**src/design/tztl_pkg.sv**
```systemverilog
`timescale 1ns / 1ps
// Package for the time-zone transition lookup.
// Holds the request codes, sequencer states, table entry layout and shared constants.
package tztl_pkg;

   localparam int unsigned MAX_TRANSITIONS_DEF = 256;

   localparam int unsigned ACTION_W    = 2;
   localparam int unsigned START_S_W   = 55;
   localparam int unsigned START_MS_W  = 64;
   localparam int unsigned OFFSET_W    = 18;
   localparam int unsigned OFFSET_MS_W = 28;
   localparam int unsigned ABBREV_W    = 8;
   localparam int unsigned TIME_W      = 64;
   localparam int unsigned USED_W      = 8;

   typedef enum logic [ACTION_W-1:0] {
      ACT_CLEAR  = 2'd0,
      ACT_APPEND = 2'd1,
      ACT_QUERY  = 2'd2
   } action_type;

   typedef enum logic [2:0] {
      ST_IDLE,
      ST_SCAN,
      ST_FETCH,
      ST_CALC,
      ST_SUM
   } state_type;

   typedef struct packed {
      logic signed [START_MS_W-1:0] start_ms;
      logic signed [OFFSET_W-1:0]   offset_s;
      logic [ABBREV_W-1:0]          abbrev;
   } entry_type;

   typedef struct packed {
      logic clear;
      logic append;
   } tbl_cmd_type;

endpackage

```
**src/design/tztl_seq.sv**
```systemverilog
`timescale 1ns / 1ps
// Sequencer for the lookup: request handshake, table scan with one shared comparator,
// offset scaling, saturating add and the result register. Depends on tztl_pkg.
module tztl_seq #(
   parameter int unsigned MAX_TRANSITIONS = tztl_pkg::MAX_TRANSITIONS_DEF,
   parameter int unsigned CW = $clog2(MAX_TRANSITIONS + 1),
   parameter int unsigned IW = (MAX_TRANSITIONS > 1) ? $clog2(MAX_TRANSITIONS) : 1
) (
   input  logic                               clock,
   input  logic                               reset,
   input  logic                               req_valid,
   output logic                               req_ready,
   input  logic [tztl_pkg::ACTION_W-1:0]      req_action,
   input  logic signed [tztl_pkg::TIME_W-1:0] req_utc_ms,
   output tztl_pkg::tbl_cmd_type              cmd,
   output logic [IW-1:0]                      rd_addr,
   input  tztl_pkg::entry_type                rd_data,
   input  logic [CW-1:0]                      count,
   output logic                               rsp_valid,
   input  logic                               rsp_ready,
   output logic signed [tztl_pkg::TIME_W-1:0] rsp_local_ms,
   output logic [tztl_pkg::ABBREV_W-1:0]      rsp_type_abbrev,
   output logic [tztl_pkg::USED_W-1:0]        rsp_entry_used,
   output logic                               rsp_table_empty
);
   import tztl_pkg::*;

   localparam int unsigned MULT_W = OFFSET_MS_W + 1;

   state_type                     state_ff, state_in;
   logic [CW-1:0]                 iss_ff, iss_in;
   logic                          cmp_vld_ff, cmp_vld_in;
   logic [IW-1:0]                 cmp_idx_ff, cmp_idx_in;
   logic [IW-1:0]                 line_ff, line_in;
   logic                          empty_ff, empty_in;
   logic signed [TIME_W-1:0]      utc_ff, utc_in;
   logic signed [OFFSET_MS_W-1:0] ofs_ms_ff, ofs_ms_in;
   logic [ABBREV_W-1:0]           abbrev_ff, abbrev_in;
   logic                          rsp_valid_ff, rsp_valid_in;
   logic signed [TIME_W-1:0]      local_ff, local_in;
   logic [ABBREV_W-1:0]           rsp_abbrev_ff, rsp_abbrev_in;
   logic [USED_W-1:0]             used_ff, used_in;
   logic                          rsp_empty_ff, rsp_empty_in;

   logic                          accept;
   action_type                    action;
   logic                          issue;
   logic                          hit;
   logic                          scan_end;
   logic                          rsp_load;
   logic [CW-1:0]                 count_m1;
   logic signed [MULT_W-1:0]      mult;
   logic signed [TIME_W:0]        sum;
   logic [IW+USED_W-1:0]          line_ext;

   assign action   = action_type'(req_action);
   assign accept   = req_valid && req_ready;
   assign issue    = (state_ff == ST_SCAN) && (iss_ff < count);
   assign hit      = cmp_vld_ff && ($signed(utc_ff) < $signed(rd_data.start_ms));
   assign scan_end = !cmp_vld_ff && (iss_ff == count);
   assign rsp_load = (state_ff == ST_SUM) && (!rsp_valid_ff || rsp_ready);
   assign count_m1 = count - CW'(1);
   assign line_ext = {{USED_W{1'b0}}, line_ff};

   always_comb begin
      state_in = state_ff;
      case (state_ff)
         ST_IDLE: begin
            if (accept && (action == ACT_QUERY)) begin
               state_in = ST_SCAN;
            end
         end
         ST_SCAN: begin
            if (hit) begin
               state_in = ST_FETCH;
            end else if (scan_end) begin
               state_in = (count == '0) ? ST_SUM : ST_FETCH;
            end
         end
         ST_FETCH: state_in = ST_CALC;
         ST_CALC:  state_in = ST_SUM;
         ST_SUM: begin
            if (rsp_load) begin
               state_in = ST_IDLE;
            end
         end
         default: state_in = ST_IDLE;
      endcase
   end

   always_comb begin
      req_ready  = (state_ff == ST_IDLE);
      cmd.clear  = accept && (action == ACT_CLEAR);
      cmd.append = accept && (action == ACT_APPEND);
      case (state_ff)
         ST_FETCH: rd_addr = line_ff;
         default:  rd_addr = iss_ff[IW-1:0];
      endcase
   end

   always_comb begin
      iss_in     = iss_ff;
      cmp_vld_in = 1'b0;
      cmp_idx_in = cmp_idx_ff;
      line_in    = line_ff;
      empty_in   = empty_ff;
      utc_in     = utc_ff;
      ofs_ms_in  = ofs_ms_ff;
      abbrev_in  = abbrev_ff;
      mult       = MULT_W'(rd_data.offset_s) * MULT_W'(1000);
      if (state_ff == ST_IDLE) begin
         iss_in   = '0;
         empty_in = 1'b0;
         if (accept) begin
            utc_in = req_utc_ms;
         end
      end
      if (issue) begin
         iss_in     = iss_ff + CW'(1);
         cmp_vld_in = 1'b1;
         cmp_idx_in = iss_ff[IW-1:0];
      end
      if (state_ff == ST_SCAN) begin
         if (hit) begin
            line_in = (cmp_idx_ff == '0) ? '0 : cmp_idx_ff - IW'(1);
         end else if (scan_end) begin
            line_in  = count_m1[IW-1:0];
            empty_in = (count == '0);
         end
      end
      if (state_ff == ST_CALC) begin
         ofs_ms_in = mult[OFFSET_MS_W-1:0];
         abbrev_in = rd_data.abbrev;
      end
   end

   always_comb begin
      sum           = {utc_ff[TIME_W-1], utc_ff} + (TIME_W+1)'(ofs_ms_ff);
      rsp_valid_in  = rsp_valid_ff && !rsp_ready;
      local_in      = local_ff;
      rsp_abbrev_in = rsp_abbrev_ff;
      used_in       = used_ff;
      rsp_empty_in  = rsp_empty_ff;
      if (rsp_load) begin
         rsp_valid_in = 1'b1;
         if (empty_ff) begin
            local_in      = utc_ff;
            rsp_abbrev_in = '0;
            used_in       = '0;
            rsp_empty_in  = 1'b1;
         end else begin
            if (sum[TIME_W] == sum[TIME_W-1]) begin
               local_in = sum[TIME_W-1:0];
            end else if (sum[TIME_W]) begin
               local_in = {1'b1, {(TIME_W-1){1'b0}}};
            end else begin
               local_in = {1'b0, {(TIME_W-1){1'b1}}};
            end
            rsp_abbrev_in = abbrev_ff;
            used_in       = line_ext[USED_W-1:0];
            rsp_empty_in  = 1'b0;
         end
      end
   end

   always_ff @(posedge clock) begin
      if (reset) begin
         state_ff     <= ST_IDLE;
         cmp_vld_ff   <= 1'b0;
         rsp_valid_ff <= 1'b0;
         iss_ff       <= '0;
         empty_ff     <= 1'b0;
      end else begin
         state_ff     <= state_in;
         cmp_vld_ff   <= cmp_vld_in;
         rsp_valid_ff <= rsp_valid_in;
         iss_ff       <= iss_in;
         empty_ff     <= empty_in;
      end
   end

   always_ff @(posedge clock) begin
      cmp_idx_ff    <= cmp_idx_in;
      line_ff       <= line_in;
      utc_ff        <= utc_in;
      ofs_ms_ff     <= ofs_ms_in;
      abbrev_ff     <= abbrev_in;
      local_ff      <= local_in;
      rsp_abbrev_ff <= rsp_abbrev_in;
      used_ff       <= used_in;
      rsp_empty_ff  <= rsp_empty_in;
   end

   assign rsp_valid       = rsp_valid_ff;
   assign rsp_local_ms    = local_ff;
   assign rsp_type_abbrev = rsp_abbrev_ff;
   assign rsp_entry_used  = used_ff;
   assign rsp_table_empty = rsp_empty_ff;

   a_rsp_from_sum: assert property (@(posedge clock) disable iff (reset)
      $rose(rsp_valid_ff) |-> $past(state_ff == ST_SUM))
      else $error("A response appeared without a completed lookup.");

   a_fetch_in_table: assert property (@(posedge clock) disable iff (reset)
      (state_ff == ST_FETCH) |-> (CW'(line_ff) < count))
      else $error("Selected entry lies beyond the filled part of the table.");

   a_cmp_in_table: assert property (@(posedge clock) disable iff (reset)
      cmp_vld_ff |-> (CW'(cmp_idx_ff) < count))
      else $error("Compared entry lies beyond the filled part of the table.");

   a_count_held: assert property (@(posedge clock) disable iff (reset)
      (state_ff != ST_IDLE) |-> $stable(count))
      else $error("The table changed during a lookup.");

endmodule

```
**config.mk**
```make
export PLATFORM = sky130hd
export DESIGN_NAME = tztl_seq
export DESIGN_NICKNAME = d
export VERILOG_FILES = /design/src/design/tztl_pkg.sv /design/src/design/tztl_seq.sv
export SDC_FILE = /design/constraint.sdc
export NUM_CORES = 1
export LEC_CHECK = 0
export BUFFER_PORTS_ARGS = -buffer_cell sky130_fd_sc_hd__buf_2
export CORE_AREA = 2 2 189 191
export DETAILED_ROUTE_END_ITERATION = 10
export DIE_AREA = 0 0 191 193
export PLACE_DENSITY = 0.79
export REMOVE_ABC_BUFFERS = 1
export SLEW_MARGIN = 20
export SYNTH_ARGS = -nofsm -noshare
export SYNTH_HDL_FRONTEND = slang
export SYNTH_SLANG_ARGS = --single-unit
```
**constraint.sdc**
```tcl
create_clock -name clock -period 9.99 [get_ports clock]
set_input_delay 0.4995 -clock clock [delete_from_list [all_inputs] [get_ports clock]]
set_output_delay 0.4995 -clock clock [all_outputs]
set_load 0.1 [all_outputs]
```
**After elaboration in Yosys (flattened, before gate mapping)**

Cells that the tools add are included.

- Add/sub/neg operators: 4
- Multipliers: 1
- $lt $le $gt $ge: 2
- Equality and inequality tests: 11
- Muxes and demuxes: 22
- Reductions and logical operators: 22

Operators by type and width:

| cell | count |
|---|---|
| 64-bit two-way mux | 3 |
| 64-bit by 28-bit adder with 65-bit output | 1 |
| 64-bit less-than comparator | 1 |
| 8-bit two-way mux | 4 |
| 18-bit by 8-bit multiplier with 25-bit output (second input constant) | 1 |
| 9-bit two-way mux | 2 |
| 8-bit by 1-bit subtractor with 8-bit output (second input constant) | 2 |
| 3-bit two-way mux | 5 |
| 3-bit case mux with 5 select lines | 1 |
| 9-bit by 1-bit adder with 9-bit output (second input constant) | 1 |
| 9-bit == test | 1 |
| 1-bit logical AND | 9 |
| 9-bit logical NOT | 1 |
| 9-bit less-than comparator | 1 |
| 8-bit logical NOT | 1 |
| 1-bit two-way mux | 7 |
| 3-bit by 2-bit == test with 1-bit output (second input constant) | 2 |
| 2-bit AND reduction | 2 |
| 2-bit nonzero test | 2 |
| 3-bit by 1-bit == test with 1-bit output (second input constant) | 1 |
| 3-bit == test (second input constant) | 1 |
| 1-bit logical NOT | 3 |
| 3-bit logical NOT | 1 |
| 3-bit != test (second input constant) | 1 |
| other kinds (8) | 8 |

- Flip-flop bits (word level): 209
- Bits of input ports: 169
- Output and inout bits: 93
- Logic and storage cells: 76

**Longest topological paths before layout**

- Depth after elaboration: 5
- Gate-level depth with buffers: 18
- Gate-level depth less buffers: 18

**Least setup slack after synthesis**

OpenSTA, ideal clock, no wires.

- Path kind: register to output
- Start point: register state_ff[2]
- End point: output cmd[0] (netlist name)
- Data arrival time: 5.294 ns
- Required time: 9.491 ns
- Setup slack: 4.196 ns
- Cell stages (with the launch flop): 5
- Path buffers: 1
- Cell sequence: dfxtp_1 clkbuf_1 nor3_1 nand2_1 nor3b_1

RTL lines:

| what | line | RTL |
|---|---|---|
| start: declaration | tztl_seq.sv:30 | `state_type state_ff, state_in;` |
| start signal: assignment | tztl_seq.sv:174 | `state_ff <= state_in;` |
| end: declaration | tztl_seq.sv:15 | `output tztl_pkg::tbl_cmd_type cmd,` |

**Worst setup path in the final report**

- Start point: input rd_data[11] (netlist name)
- End point: register ofs_ms_ff[26], data pin

- Word-level cells in the longest chain between the ends: 1

RTL lines:

| what | line | RTL |
|---|---|---|
| start: declaration | tztl_seq.sv:17 | `input tztl_pkg::entry_type rd_data,` |
| 18-bit by 8-bit multiplier with 25-bit output | tztl_seq.sv:110 | `mult = MULT_W'(rd_data.offset_s) * MULT_W'(1000);` |
| net mult[26] | tztl_seq.sv:52 | `logic signed [MULT_W-1:0] mult;` |
| end signal: assignment | tztl_seq.sv:186 | `ofs_ms_ff <= ofs_ms_in;` |
| end: declaration | tztl_seq.sv:37 | `logic signed [OFFSET_MS_W-1:0] ofs_ms_ff, ofs_ms_in;` |

The timed path passes the listed nets, and every way through them passes these cells.
A chain may end at the register's enable or synchronous reset.

==> out/results.ini <==
[logic_synthesis]
synth.avg_cell_area_um2 = 9.63
ys.flop_type = edfxtp_1
async_flop_share = 0
yosys_warnings = 0
synth_seq_cells = 209
synth_edf_count = 194
syn_area_um2 = 17200
seq_area_frac_synth = 0.356
yosysUniqueCellTypes = 74
synth_cells = 1786

[global_routing]
antenna_found_initial = 6
grt_pass1_wl_um = 70300
grt_max_degree = 65
grt-ovfl-total = 0
grt_pass1_vias = 13714
grt_usage = 0.242

[detailed_routing]
antenna_left = 0
drt-total-wl_um = 45200
drtPass1Iterations = 5
viasPerCell = 5.51
dr_total_vias = 13914
routedWlPerCell_um = 17.9
drc = 0
drt_iter0_markers = 775

[cells_and_area]
fillers = 3010
multi_input_area_um2 = 9890
drive_above_1_share = 0.167
ff_latch_area_um2 = 6130
stdcell_area_um2 = 19800
final_util = 0.567
fin_nets = 2475
syn_to_final_growth_pct = 15.2
layoutNonFillerInstCount = 2524

[placed_design]
finalWeightedCongestion = 0.924
placed_area_um2 = 19000
dp_cells = 2470
dp_hpwl_um = 35200
pre_cts_ws_ns = 4.38
portBuffers = 261

[cts]
postCtsSetupRepairBufs = 0
clk_latency_ns = 0.54
tritoncts = built
path_clk_slew_ns = 0.06
cts_buffers = 26
clock_path_buffers = 3
clockRootBuffer = clkbuf_16
ctsResizeCount = 0
hold_buffers = 0
clkSinkCount = 209
cts_max_level = 1

[worst_setup_path]
ff2ff_setup_slack_ns = 5.01
critPathCaptureType = flip-flop
slowest_delay_ns = 0.61
path_cells = buf_2 > inv_1 > fa_1 > inv_1 > fa_1 > fa_1 > inv_1 > fa_1 > inv_1 > ha_1 > inv_1 > o21bai_1 > a2111oi_0 > o31ai_1 > nor4_1 > nor4b_1 > nor3_1 > nor3_1 > xor2_1
cp_slowest_cell = a2111oi_0
start_kind = primary input
cp.required_ns = 10.26
startpoint = rd_data[11]
crit_family = adder cells
cp-endpoint = ofs_ms_ff[26]
rr_worst_depth = 13
crit_cells = 19
rr_endpoint = rsp_local_ms[33]
crit_type = in2reg
crit_fanout = 6
arrival_ns = 5.49
cpMostUsedCell = inv_1
r2r-start = utc_ff[3]
cp_num_buf_inv = 6

[power]
vdd_drop_max_uv = 180
power.density_nw_per_um2 = 167
total_leakage_power_nw = 9.23
power.share.sequential = 0.326
comb_power_share = 0.391
clkPwrFrac = 0.284
p_sw_frac = 0.342
p_switching_mw = 1.13
power_mw = 3.31
p_int_mw = 2.18

[timing]
slew_headroom = 0.318
hold_violations = 0
max_freq_ghz = 0.192
setup_slack_ns = 4.78
setup_violations = 0
tightest_slew_ns = 1.02
setup_tns_ns = 0
hold_ws_ns = 0.127
slew_violations = 0
min_period_ns = 5.22
rsz0062_at_grt = no
period_share = 0.522
skew_ns = 0.0113

[worst_hold_path]
hold_class = in2reg
min-delay-start = req_utc_ms[17]

[flow_run]
drv_cap = 0

[floorplan]
initial_core_util = 0.492
core_region_area_um2 = 35000
die_w_um = 191
pin_count = 262
die_area_um2 = 36900
die_height_um = 193
fp-row-count = 69

[status]
status = finished clean

-- cell type report --
| type | instances | area share |
|---|---|---|
| Multi-Input combinational cell | 1266 | 0.499 |
| Antenna cell | 6 | 0.000758 |
| Tap cell | 461 | 0.0291 |
| Timing Repair Buffer | 271 | 0.0697 |
| Clock buffer | 39 | 0.0379 |
| Inverter | 263 | 0.0498 |
| Clock inverter | 9 | 0.00480 |
| Sequential cell | 209 | 0.309 |
-- cells in the mapped netlist, drive strengths merged, types with 4 or more instances --
cell type | n | area share
or2 | 6 | 0.0022
a21o | 56 | 0.024
nand2 | 132 | 0.029
clkbuf | 30 | 0.0065
nor2b | 80 | 0.029
o21a | 16 | 0.0070
dfxtp | 15 | 0.017
edfxtp | 194 | 0.34
nand2b | 22 | 0.0080
o31a | 6 | 0.0031
o21ai | 79 | 0.023
nand3b | 8 | 0.0035
ha | 202 | 0.15
nor2 | 88 | 0.019
a21oi | 171 | 0.050
mux2i | 4 | 0.0023
and2 | 10 | 0.0036
a221oi | 7 | 0.0054
o211ai | 13 | 0.0068
xor2 | 26 | 0.013
and3 | 11 | 0.0043
nand4 | 22 | 0.0080
inv | 263 | 0.057
o22a | 4 | 0.0020
mux2 | 8 | 0.0052
buf | 18 | 0.0068
and4 | 6 | 0.0031
nor3 | 17 | 0.0052
or3 | 11 | 0.0040
a2111oi | 4 | 0.0024
o21bai | 18 | 0.0079
a31oi | 16 | 0.0058
fa | 67 | 0.078
nand3 | 29 | 0.0084
nor4 | 9 | 0.0033
a211oi | 15 | 0.0068
o31ai | 9 | 0.0039
xnor2 | 52 | 0.026
-- power by group through the flow --
stage | Sequential [mW] | Clock, mW | Combinational (mW)
after floorplan | 1.09 | 0 | 0.993
after global placement | 1.10 | 0 | 1.22
after detailed placement | 1.10 | 0 | 1.28
after CTS | 1.08 | 0.954 | 1.29
after global routing | 1.08 | 0.988 | 1.47
final | 1.08 | 0.940 | 1.29
-- routing by layer --
metal  global-route usage  vias to the layer above  share of wire
met3               0.0398                       68          0.058
met5                    0                        -        0.00055
li1                     -                     6788              -
met2                0.431                      406           0.49
met1                0.300                     6648           0.42
met4               0.0739                        4          0.023
-- worst min path at each step --
stage                 end  slack, ns  depth (start not counted)
3_3_place_gp    iss_ff[8]       0.48                          2
4_1_cts        utc_ff[36]       0.10                          1
6_report       utc_ff[17]       0.13                          1
5_1_grt        utc_ff[36]       0.11                          1
3_5_place_dp    iss_ff[8]       0.50                          2
2_1_floorplan   iss_ff[8]       0.46                          2
-- registers in the layout, summed over array words and instances (netlist names) --
register and cells:
abbrev_ff 8, line_ff 8, ofs_ms_ff 25, rsp_entry_used 8, state_ff 3, cmp_vld_ff 1
rsp_table_empty 1, rsp_local_ms 64, rsp_valid 1, iss_ff 9, empty_ff 1, rsp_type_abbrev 8
utc_ff 64, cmp_idx_ff 8
-- layout by cell type (no fill, tap or decap), drive strengths merged, types with 9 or more instances in the layout --
cell      n
a31oi    16
o21bai   18
o21a     16
a211oi   15
nor4      9
nand4    22
o21ai    79
and2     10
or3      11
o211ai   13
xnor2    52
ha      202
clkbuf   39
a21oi   171
nand2b   22
inv     264
a21o     56
nor2b    80
nor3     17
nor2     88
xor2     26
o31ai     9
nand2   132
fa       67
buf     271
nand3    29
edfxtp  194
dfxtp    15
and3     11
-- logic make-up after synthesis --
family,after synthesis,share of synthesized area
AND/OR/NAND/NOR,459,0.135
AO/OA/AOI/OAI,448,0.166
buffers and inverters,311,0.0707
adder cells (fa/ha/maj),269,0.225
flip-flops,209,0.356
XOR/XNOR,78,0.0397
multiplexers,12,0.00757
No activity file was read; power rests on OpenSTA's default activity.
